$ cat config.mk
export PLATFORM = sky130hd
export DESIGN_NAME = eged_div
export DESIGN_NICKNAME = d
export VERILOG_FILES = /design/src/eged_pkg.sv /design/src/eged_div.sv
export SDC_FILE = /design/constraint.sdc
export NUM_CORES = 2
export LEC_CHECK = 0
export BUFFER_PORTS_ARGS = -buffer_cell sky130_fd_sc_hd__clkbuf_2
export CAP_MARGIN = 20
export CORE_UTILIZATION = 40
export DETAILED_ROUTE_END_ITERATION = 8
export GPL_ROUTABILITY_DRIVEN = 0
export SLEW_MARGIN = 10
export SYNTH_ARGS = -nofsm -noshare
export SYNTH_HDL_FRONTEND = slang
export SYNTH_SLANG_ARGS = --single-unit
$ cat constraint.sdc
create_clock -name clk -period 4.25 [get_ports clk]
set_input_delay 0.85 -clock clk [delete_from_list [all_inputs] [get_ports clk]]
set_output_delay 0.85 -clock clk [all_outputs]
set_load 0.005 [all_outputs]
$ cat src/eged_pkg.sv
// ----------------------------------------------------------------------------
// eged_pkg
// Shared constants, tables and stage types of the density evaluator.
// ----------------------------------------------------------------------------
package eged_pkg;

    localparam int OUT_FRAC_BITS = 24;
    localparam int DENS_W        = OUT_FRAC_BITS + 1;
    localparam logic [DENS_W-1:0] ONE_OUT = DENS_W'(1) << OUT_FRAC_BITS;

    localparam logic [1:0] RGN_CORE = 2'd0;
    localparam logic [1:0] RGN_LOW  = 2'd1;
    localparam logic [1:0] RGN_HIGH = 2'd2;

    localparam logic [1:0] CFG_CENTER = 2'd0;
    localparam logic [1:0] CFG_WIDTH  = 2'd1;
    localparam logic [1:0] CFG_K_LOW  = 2'd2;
    localparam logic [1:0] CFG_K_HIGH = 2'd3;

    localparam logic [23:0] T_MAX_POS = 24'd8388607;
    localparam logic [23:0] T_MAX_NEG = 24'd8388608;

    // log2(e) and ln(2), both with 32 fractional bits.
    localparam logic [32:0] LOG2E_Q32 = 33'd6196328019;
    localparam logic [31:0] LN2_Q32   = 32'd2977044472;

    localparam int SERIES_STEPS = 12;

    // floor(2^32 / n) for the series divisors.
    localparam logic [31:0] RECIP [2:13] = '{
        32'd2147483648, 32'd1431655765, 32'd1073741824, 32'd858993459,
        32'd715827882,  32'd613566756,  32'd536870912,  32'd477218588,
        32'd429496729,  32'd390451572,  32'd357913941,  32'd330382099
    };

    typedef struct packed {
        logic        neg;
        logic        ovf;
        logic [23:0] quo;
    } div_res_t;

    typedef struct packed {
        logic [1:0]  region;
        logic        zero;
        logic [6:0]  ipart;
        logic [31:0] y;
    } exp_in_t;

    typedef struct packed {
        logic [1:0]         region;
        logic               zero;
        logic [6:0]         ipart;
        logic [31:0]        y;
        logic [31:0]        term;
        logic signed [34:0] sum;
        logic [31:0]        v;
        logic [31:0]        q0;
    } ser_t;

endpackage

$ cat src/eged_div.sv
// ----------------------------------------------------------------------------
// eged_div
// Distance from center, rounded and divided by width, one quotient bit a stage.
// ----------------------------------------------------------------------------
module eged_div (
    input  logic                    clk,
    input  logic                    rst_n,
    input  logic                    en,
    input  logic                    in_valid,
    input  logic signed [31:0]      mass,
    input  logic signed [31:0]      center,
    input  logic [30:0]             width,
    output logic                    out_valid,
    output eged_pkg::div_res_t      res
);

    logic signed [32:0] diff;
    logic [32:0]        mag;
    logic [30:0]        wdiv;
    logic [48:0]        num;
    logic               ovf;

    logic               vld_reg [0:24];
    logic [48:0]        rem_reg [0:24];
    logic [23:0]        quo_reg [0:24];
    logic               neg_reg [0:24];
    logic               ovf_reg [0:24];

    logic [48:0]        rem_next [1:24];
    logic [23:0]        quo_next [1:24];

    always_comb
    begin
        diff = {mass[31], mass} - {center[31], center};
        mag  = diff[32] ? 33'(-diff) : 33'(diff);
        wdiv = (width == 31'd0) ? 31'd1 : width;
        num  = {mag, 16'd0} + 49'(wdiv >> 1);
        // A quotient of 2^24 or more saturates anyway.
        ovf  = {6'd0, num} >= {wdiv, 24'd0};
    end

    always_comb
    begin
        logic [54:0] dvs;
        dvs = '0;
        for (int k = 0; k < 24; k++)
        begin
            dvs = 55'(wdiv) << (23 - k);
            rem_next[k+1] = rem_reg[k];
            quo_next[k+1] = quo_reg[k];
            if ({6'd0, rem_reg[k]} >= dvs)
            begin
                rem_next[k+1]      = 49'({6'd0, rem_reg[k]} - dvs);
                quo_next[k+1][23-k] = 1'b1;
            end
        end
    end

    always_ff @(posedge clk or negedge rst_n)
    begin
        if (!rst_n)
        begin
            for (int k = 0; k <= 24; k++)
            begin
                vld_reg[k] <= 1'b0;
            end
        end
        else if (en)
        begin
            vld_reg[0] <= in_valid;
            for (int k = 1; k <= 24; k++)
            begin
                vld_reg[k] <= vld_reg[k-1];
            end
        end
    end

    always_ff @(posedge clk)
    begin
        if (en)
        begin
            rem_reg[0] <= num;
            quo_reg[0] <= '0;
            neg_reg[0] <= diff[32];
            ovf_reg[0] <= ovf;
            for (int k = 1; k <= 24; k++)
            begin
                rem_reg[k] <= rem_next[k];
                quo_reg[k] <= quo_next[k];
                neg_reg[k] <= neg_reg[k-1];
                ovf_reg[k] <= ovf_reg[k-1];
            end
        end
    end

    assign out_valid = vld_reg[24];
    assign res.neg   = neg_reg[24];
    assign res.ovf   = ovf_reg[24];
    assign res.quo   = quo_reg[24];

endmodule

==> results.py <==
metrics = {
    "outcome": {
        "status": "finished with violations",
        "violations": "negative setup slack",
    },
    "yosys": {
        "syn_area_sq_um": 97710,
        "synthArstFlopShare": 0.01612,
        "synth_cell_types": 104,
        "ys.warnings.count": 0,
        "synth_nets": 10099,
        "synthCells": 9174,
        "synth_compound_area_frac": 0.1559,
        "synthMuxAreaShare": 0.03000,
        "synth_top_family_by_area": "compound AO/OA/AOI/OAI gates",
        "yosysTopAreaCell": "edfxtp_1",
        "ys_seq_area_frac": 0.4754,
        "syn_area_per_cell_sq_um": 10.65,
        "synth.area.top_cells": "edfxtp_1 47%, ha_1 10%, a21oi_1 4.1%",
        "yosys.area_share.simple": 0.1385,
        "synthAdderAreaFrac": 0.1077,
        "synth_seq_cells": 1551,
        "synth-edff-count": 1526,
        "yosys.area.top_type_share": 0.4690,
        "synth_flop_cell": "edfxtp_1",
        "synthXorXnorAreaFrac": 0.06962,
    },
    "drt": {
        "m1WireLength_microns": 124000,
        "met2RoutedLength_microns": 151000,
        "vias": 82093,
        "drc": 0,
        "drt_iter0_markers": 5520,
        "wl_per_cell_microns": 20.65,
        "totalWireLength_microns": 305800,
        "ant_nets": 0,
        "via_per_inst": 5.542,
        "wl_met3_microns": 14780,
        "top_layer": "met5",
        "dr.pass1.iters": 8,
    },
    "setup_path": {
        "critPathMaxStageDelay_ns": 0.40,
        "end_kind": "flop",
        "crit_fanout": 4,
        "crit_slowest_cell": "or4_1",
        "criticalPathCategory": "in -> reg",
        "critPathLaunchType": "input pin",
        "arrival_ns": 6.85,
        "worst_ep_required_time_ns": 4.82,
        "cpMostUsedCell": "a21o_1",
    },
    "sta": {
        "worst_pin_slew_ns": 0.9220,
        "slew_viol_final": 0,
        "setup_slack_ns": -2.029,
        "rsz0062_at_grt": "yes",
        "skew_ns": 0.03264,
        "holdWs_ns": 0.2374,
        "timing.final.crit_share": 1.477,
        "finalSetupViolations": 807,
        "maxSlewHeadroom": 0.3767,
        "hold_violations": 0,
        "period_needed_ns": 6.279,
        "fmaxAchievable_ghz": 0.1593,
    },
    "global_routing": {
        "grt_max_degree": 113,
        "antenna_found_initial": 12,
        "grt_pass1_vias": 81218,
        "grtUsageTotal": 0.2408,
        "grt_overflow": 0,
        "grt_pass1_wl_microns": 461200,
    },
    "clocking": {
        "htreeDepth": 4,
        "clockRootBuffer": "clkbuf_16",
        "cts_buffer_depth": 3,
        "clock-sinks": 1551,
        "clk_latency_ns": 0.84,
        "cts_tree": "built",
        "clk_pin_slew_ns": 0.06,
        "numCtsBuffers": 180,
    },
    "floorplan": {
        "dieArea_sq_um": 246200,
        "io_pins": 126,
        "chipWidth_microns": 496.2,
        "dieHeight_microns": 496.2,
        "num_rows": 181,
        "start_util": 0.4021,
        "core_sq_um": 243000,
    },
    "final_layout": {
        "multiInputGateArea_sq_um": 53720,
        "drive_above_1_share": 0.3150,
        "fillers": 20645,
        "regArea_sq_um": 46450,
        "largest_reg_flops": 1176,
        "area_growth_syn_to_layout_pct": 34.51,
        "fin_nets": 12380,
        "final_core_util": 0.5408,
    },
    "pwr": {
        "ir_worst_vdd_v": 0.0004517,
        "powerDensity_nw_per_um2": 640.2,
        "p_leak_nw": 53.94,
    },
    "placement": {
        "io_buffers": 125,
        "hpwl_microns": 231000,
    },
    "flow_run": {
        "maxCapViolCount": 0,
    },
    "hold_path": {
        "hp-class": "in -> reg",
    },
}
==> kinds of logic after synthesis <==
| logic type | Yosys count |
|---|---|
| compound gates | 2460 |
| simple gates | 2715 |
| xor+xnor | 775 |
| buf+inv | 584 |
| fa+ha+maj | 826 |
| mux | 263 |
| flops | 1551 |
==> report_power, final <==
part | internal (mW) | leakage, nW | switching (mW)
sequential | 22.5 | 15.0 | 3.01
clock | 9.95 | 3.05 | 6.59
combinational | 21.1 | 35.8 | 20.9
total | 53.6 | 53.9 | 30.5
==> cells in the mapped netlist (195+ instances only) <==
| library cell | count |
|---|---|
| a21oi_1 | 802 |
| xor2_1 | 328 |
| mux2_2 | 239 |
| nor2_1 | 663 |
| ha_1 | 801 |
| a21o_1 | 310 |
| o21ai_0 | 599 |
| inv_1 | 341 |
| edfxtp_1 | 1526 |
| clkbuf_1 | 195 |
| nor3_1 | 232 |
| xnor2_1 | 445 |
| nand2_1 | 676 |
==> stage by stage <==
step	worst slack [ns]	setup TNS, ns	power (mW)	cell area, sq um	std cells
after global routing	-2.306	-296.14	89.02	131400	14812
after detailed placement	-3.132	-1069.67	64.31	119200	14195
after global placement	-3.034	-1019.38	63.30	119200	14195
final	-2.029	-179.96	84.13	131400	14813
after CTS	-1.935	-111.58	82.87	129400	14739
after floorplan	-2.664	-555.25	48.80	100500	9174
==> worst max-delay path: cells and delay by family <==
family / cells / cell delay (ns)
adders and majority gates: 4 / 0.93
buffers and inverters: 4 / 0.41
and+or+nand+nor: 8 / 1.32
AOI/OAI and AO/OA: 22 / 3.33
==> final timing paths <==
path                                 start              end  slack, ns  depth (start not counted)
max                                mass[0]       ovf_reg[0]      -2.03                         38
min                               in_valid      vld_reg[24]       0.24                          2
max reg2reg                rem_reg[0][264]  rem_reg[0][325]       0.10                         15
min reg2reg                quo_reg[0][213]  quo_reg[0][237]       0.40                          0
max in group asynchronous            rst_n      vld_reg[11]       3.26                          2
min in group asynchronous            rst_n      vld_reg[24]       0.55                          2
==> layout by cell type, fill, tap and decap left out, types with 213 or more instances in the layout <==
master,count
nand2_1,658
edfxtp_1,1526
xor2_1,322
a21o_1,309
a21oi_1,651
inv_1,300
xnor2_1,432
nor2_1,604
ha_1,774
o21ai_1,213
buf_4,1995
o21ai_0,329
==> layer usage <==
layer,GRT usage,up-vias
met5,0,-
met4,0.1147,2
met3,0.03116,722
met2,0.4229,2265
met1,0.2912,39935
li1,-,39169
==> what timing repair did <==
item                                    in CTS  in global routing
cloned                                      25                  4
endpoints found under the setup margin     816                876
setup buffers                              194                 86
endpoints found under the hold margin        4                  0
pin swaps                                  202                236
gates resized for setup                    401                334
hold buffers                                 1                  0
==> cell type report <==
cell class / instances / share of cell area
inverter: 345 / 0.01022
tap: 3202 / 0.03048
multi-input combinational: 7040 / 0.4088
clock inverter: 130 / 0.01221
sequential: 1551 / 0.3534
timing repair buffer: 2337 / 0.1492
clock buffer: 205 / 0.03563
antenna: 3 / 0.00005712
No activity file was read; power rests on OpenSTA's default activity.
