==> src/eged_pkg.sv <==
// ----------------------------------------------------------------------------
// eged_pkg
// Shared constants, tables and stage types of the density evaluator.
// ----------------------------------------------------------------------------
package eged_pkg;

    localparam int OUT_FRAC_BITS = 24;
    localparam int DENS_W        = OUT_FRAC_BITS + 1;
    localparam logic [DENS_W-1:0] ONE_OUT = DENS_W'(1) << OUT_FRAC_BITS;

    localparam logic [1:0] RGN_CORE = 2'd0;
    localparam logic [1:0] RGN_LOW  = 2'd1;
    localparam logic [1:0] RGN_HIGH = 2'd2;

    localparam logic [1:0] CFG_CENTER = 2'd0;
    localparam logic [1:0] CFG_WIDTH  = 2'd1;
    localparam logic [1:0] CFG_K_LOW  = 2'd2;
    localparam logic [1:0] CFG_K_HIGH = 2'd3;

    localparam logic [23:0] T_MAX_POS = 24'd8388607;
    localparam logic [23:0] T_MAX_NEG = 24'd8388608;

    // log2(e) and ln(2), both with 32 fractional bits.
    localparam logic [32:0] LOG2E_Q32 = 33'd6196328019;
    localparam logic [31:0] LN2_Q32   = 32'd2977044472;

    localparam int SERIES_STEPS = 12;

    // floor(2^32 / n) for the series divisors.
    localparam logic [31:0] RECIP [2:13] = '{
        32'd2147483648, 32'd1431655765, 32'd1073741824, 32'd858993459,
        32'd715827882,  32'd613566756,  32'd536870912,  32'd477218588,
        32'd429496729,  32'd390451572,  32'd357913941,  32'd330382099
    };

    typedef struct packed {
        logic        neg;
        logic        ovf;
        logic [23:0] quo;
    } div_res_t;

    typedef struct packed {
        logic [1:0]  region;
        logic        zero;
        logic [6:0]  ipart;
        logic [31:0] y;
    } exp_in_t;

    typedef struct packed {
        logic [1:0]         region;
        logic               zero;
        logic [6:0]         ipart;
        logic [31:0]        y;
        logic [31:0]        term;
        logic signed [34:0] sum;
        logic [31:0]        v;
        logic [31:0]        q0;
    } ser_t;

endpackage

==> src/eged_tail.sv <==
// ----------------------------------------------------------------------------
// eged_tail
// Saturation, region choice, exponent product and base-2 scaling.
// ----------------------------------------------------------------------------
module eged_tail (
    input  logic                 clk,
    input  logic                 rst_n,
    input  logic                 en,
    input  logic                 in_valid,
    input  eged_pkg::div_res_t   dres,
    input  logic [23:0]          k_low,
    input  logic [23:0]          k_high,
    output logic                 out_valid,
    output eged_pkg::exp_in_t    res
);

    logic [4:0]  vld_reg;

    logic [23:0] qs;
    logic [23:0] lim;
    logic [23:0] magt;
    logic [1:0]  rgn;
    logic [23:0] opa;
    logic [24:0] opb;

    logic [23:0] opa_reg;
    logic [24:0] opb_reg;
    logic [1:0]  rgn1_reg, rgn2_reg, rgn3_reg, rgn4_reg, rgn5_reg;
    logic [48:0] n_reg;
    logic        zero3_reg, zero4_reg, zero5_reg;
    logic [55:0] p1_reg;
    logic [48:0] p2_reg;
    logic [55:0] acc;
    logic [6:0]  ip4_reg, ip5_reg;
    logic [31:0] f4_reg;
    logic [63:0] yprod;
    logic [31:0] y5_reg;

    always_comb
    begin
        qs   = dres.ovf ? 24'hFFFFFF : dres.quo;
        lim  = dres.neg ? eged_pkg::T_MAX_NEG : eged_pkg::T_MAX_POS;
        magt = (qs > lim) ? lim : qs;
        if (dres.neg && (magt > k_low))
        begin
            rgn = eged_pkg::RGN_LOW;
            opa = k_low;
            opb = {magt, 1'b0} - {1'b0, k_low};
        end
        else if (!dres.neg && (magt > k_high))
        begin
            rgn = eged_pkg::RGN_HIGH;
            opa = k_high;
            opb = {magt, 1'b0} - {1'b0, k_high};
        end
        else
        begin
            rgn = eged_pkg::RGN_CORE;
            opa = magt;
            opb = {1'b0, magt};
        end
        acc   = p1_reg + 56'(p2_reg >> 16);
        yprod = {32'd0, f4_reg} * {32'd0, eged_pkg::LN2_Q32};
    end

    always_ff @(posedge clk or negedge rst_n)
    begin
        if (!rst_n)
        begin
            vld_reg <= '0;
        end
        else if (en)
        begin
            vld_reg <= {vld_reg[3:0], in_valid};
        end
    end

    always_ff @(posedge clk)
    begin
        if (en)
        begin
            opa_reg   <= opa;
            opb_reg   <= opb;
            rgn1_reg  <= rgn;

            n_reg     <= {25'd0, opa_reg} * {24'd0, opb_reg};
            rgn2_reg  <= rgn1_reg;

            // Exponents of 64 or more underflow to zero.
            zero3_reg <= |n_reg[48:39];
            p1_reg    <= {33'd0, n_reg[38:16]} * {23'd0, eged_pkg::LOG2E_Q32};
            p2_reg    <= {33'd0, n_reg[15:0]} * {16'd0, eged_pkg::LOG2E_Q32};
            rgn3_reg  <= rgn2_reg;

            ip4_reg   <= acc[55:49];
            f4_reg    <= acc[48:17];
            zero4_reg <= zero3_reg;
            rgn4_reg  <= rgn3_reg;

            y5_reg    <= yprod[63:32];
            ip5_reg   <= ip4_reg;
            zero5_reg <= zero4_reg;
            rgn5_reg  <= rgn4_reg;
        end
    end

    assign out_valid  = vld_reg[4];
    assign res.region = rgn5_reg;
    assign res.zero   = zero5_reg;
    assign res.ipart  = ip5_reg;
    assign res.y      = y5_reg;

endmodule

==> config.mk <==
export PLATFORM = sky130hd
export DESIGN_NAME = eged_tail
export DESIGN_NICKNAME = d
export VERILOG_FILES = /design/src/eged_pkg.sv /design/src/eged_tail.sv
export SDC_FILE = /design/constraint.sdc
export NUM_CORES = 2
export LEC_CHECK = 0
export BUFFER_PORTS_ARGS = -buffer_cell sky130_fd_sc_hd__buf_2
export CAP_MARGIN = 25
export CELL_PAD_IN_SITES_DETAIL_PLACEMENT = 0
export CELL_PAD_IN_SITES_GLOBAL_PLACEMENT = 2
export CORE_ASPECT_RATIO = 0.6
export CORE_MARGIN = 2
export CORE_UTILIZATION = 47
export DETAILED_ROUTE_END_ITERATION = 6
export HOLD_SLACK_MARGIN = 0.08
export PLACE_DENSITY = 0.89
export SLEW_MARGIN = 20
export SYNTH_ARGS = -nofsm -noshare
export SYNTH_HDL_FRONTEND = slang
export SYNTH_SLANG_ARGS = --single-unit
==> constraint.sdc <==
create_clock -name clk -period 21.6 [get_ports clk]
set_input_delay 1.08 -clock clk [delete_from_list [all_inputs] [get_ports clk]]
set_output_delay 1.08 -clock clk [all_outputs]
set_load 0.1 [all_outputs]
==> results.sh <==
export IMPL_status="finished, final reports clean"
export IMPL_hold_violations=0
export IMPL_drt_total_wl_um=208000
export IMPL_tightest_slew_ns=1.14
export IMPL_criticalPathCategory="flip-flop to flip-flop"
export IMPL_final_area_sq_um=75400
export IMPL_clock_sinks=282
export IMPL_ys_seq_area_share_pct=11.9
export IMPL_async_flop_share_pct=1.77
export IMPL_yosysWarnings=0
export IMPL_grt_start_max_net_pins=75
export IMPL_cts_buffers=37
export IMPL_setup_tns_ns=0
export IMPL_postCtsSetupBuffers=0
export IMPL_layout_common_cells="inv_1 (1903), fa_1 (1310), ha_1 (1146)"
export IMPL_cp_required_ns=21.93
export IMPL_drive_above_1_share_pct=4.49
export IMPL_area_delta_synth_final_pct=5.93
export IMPL_grt_pass1_vias=50700
export IMPL_worstSetupStartpointType="flip-flop"
export IMPL_antenna_found_initial=4
export IMPL_avgRoutedWirePerCell_um=22.4
export IMPL_vias=49700
export IMPL_grt_pass1_wl_um=319000
export IMPL_cts_repair_resized=0
export IMPL_path_clk_slew_ns=0.06
export IMPL_port_buffers=120
export IMPL_cp_end_kind="flip-flop"
export IMPL_place_congestion=0.960
export IMPL_die_w_um=506
export IMPL_syn_nets=9747
export IMPL_cp_arrival_ns=9.34
export IMPL_synthCells=7213
export IMPL_place_area_sq_um=74100
export IMPL_vias_per_cell=5.33
export IMPL_core_area_sq_um=150000
export IMPL_grt_use_total_pct=27.4
export IMPL_synth_seq_cells=282
export IMPL_synth_flop_cell="edfxtp_1"
export IMPL_dr_pass1_iters=7
export IMPL_drc_errors=0
export IMPL_holdBufCountCts=0
export IMPL_die_area_sq_um=155000
export IMPL_fmax_ghz=0.111
export IMPL_period_minus_slack_ns=9.01
export IMPL_slew_headroom_pct=23.9
export IMPL_drt_iter0_drc=4532
export IMPL_cap_violations=0
export IMPL_syn_avg_cell_area_sq_um=9.87
export IMPL_initial_core_util_pct=47.4
export IMPL_io_pins=121
export IMPL_cts_buffer_depth=3
export IMPL_antenna_left=0
export IMPL_cp_max_fo=9
export IMPL_fp_dieH_um=305
export IMPL_drv_slew=0
export IMPL_hpwl_um=178000
export IMPL_synth_distinct_cells=87
export IMPL_root_buffer="clkbuf_16"
export IMPL_fill_cells=13900
export IMPL_synth_edf_count=277
export IMPL_rows=110
export IMPL_htreeDepth=2
export IMPL_period_share_pct=41.7
export IMPL_nets=9813
export IMPL_clk_latency_ns=0.63
export IMPL_rsz0062_at_grt="no"
export IMPL_overflow=0
export IMPL_r2r_slack_ns=12.59
export IMPL_cts_tree="yes"
export IMPL_setup_viol=0
export IMPL_skew_ns=0.0522
export IMPL_synth_area_sq_um=71200
export IMPL_min_path_type="primary input to asynchronous set/reset pin"
export IMPL_largest_register_ffs=56
export IMPL_final_common_cell="inv_1"
worst paths after layout:
check	endpoint	from	cells past startpoint
worst max-delay path	y5_reg[24]	f4_reg[14]	24
worst min-delay path	vld_reg[1]	rst_n	1
worst max register to register	y5_reg[24]	f4_reg[14]	24
worst min register to register	ip5_reg[3]	ip4_reg[3]	0
max in group asynchronous	vld_reg[2]	rst_n	1
min in group clk	ip5_reg[3]	ip4_reg[3]	0
metrics by stage:
step,instances,util [%],hold WS [ns],setup slack [ns]
detailed placement,9250,49.4,0.405,12.68
global placement,9250,49.4,0.402,12.61
finish,9323,50.2,0.271,12.59
floorplan,7213,-,0.400,14.31
global route,9322,50.2,0.247,12.13
CTS,9316,50.1,0.227,12.71
area by class of cell:
cell class / instances / area [sq um] / area share, %
Clock inverter: 26 / 211 / 0.280
Timing Repair Buffer: 179 / 1100 / 1.46
Sequential cell: 282 / 8440 / 11.2
Clock buffer: 40 / 937 / 1.24
Multi-Input combinational cell: 4874 / 55000 / 73.0
Antenna cell: 1 / 2.50 / 0.00332
Tap cell: 2016 / 2520 / 3.35
Inverter: 1905 / 7150 / 9.49
cells in the mapped netlist (19+ instances only):
master,number,area share [%]
o21bai_1,36,0.38
a31oi_1,19,0.17
edfxtp_1,277,12
o21ai_0,140,0.98
mux2_2,24,0.38
inv_1,1903,10
nand4_1,47,0.41
xnor2_1,165,2.0
and2_1,326,2.9
xor2_1,75,0.92
clkbuf_1,141,0.74
or2_2,32,0.28
o21a_1,28,0.30
nor2b_1,29,0.25
nor3_1,36,0.25
nor2_1,181,0.95
a211oi_1,36,0.38
nand2b_1,20,0.18
and3_1,30,0.26
nand3_1,58,0.41
a21o_1,183,1.9
a21oi_1,285,2.0
o211ai_1,19,0.20
nand2_1,462,2.4
ha_1,1146,20
fa_1,1310,37
per-layer routing:
layer / global-route usage (%) / wire length [um] / share of wire [%] / vias to the layer above
li1: - / - / - / 22700
met1: 47.2 / 109000 / 52 / 24800
met2: 31.4 / 70300 / 34 / 2034
met3: 10.3 / 27000 / 13 / 125
met4: 2.95 / 1880 / 0.90 / 0
met5: 0 / 0 / 0 / -
critical path, cell delays in order (launching register included):
cell and delay [ns]:
edfxtp_1 0.79, inv_1 0.34, fa_1 0.62, fa_1 0.53, inv_1 0.06, fa_1 0.50
inv_1 0.05, fa_1 0.49, inv_1 0.06, fa_1 0.48, fa_1 0.50, fa_1 0.49
inv_1 0.05, fa_1 0.55, inv_1 0.06, ha_1 0.33, a21oi_1 0.30, nand2_1 0.08
a211oi_1 0.20, o41ai_1 0.16, nor4bb_1 0.18, o31ai_1 0.64, o21ba_2 0.36, o21ai_1 0.23
o311ai_0 0.67
cell families (layout without fill, tap and decap cells):
kind of cell	after synthesis	after routing	share of synthesized area (%)
adder cells (fa/ha/maj)	2456	2456	57.0
buffers and inverters	2057	2150	10.9
AND/OR/NAND/NOR	1265	1265	8.78
AO/OA/AOI/OAI	882	882	8.06
flip-flops	282	282	11.9
XOR/XNOR	240	240	2.95
multiplexers	31	31	0.478
other	0	1	0
Power is left out: the tool's default activity adds up to more than one toggle a clock period on the data nets, which glitch-free logic cannot reach.
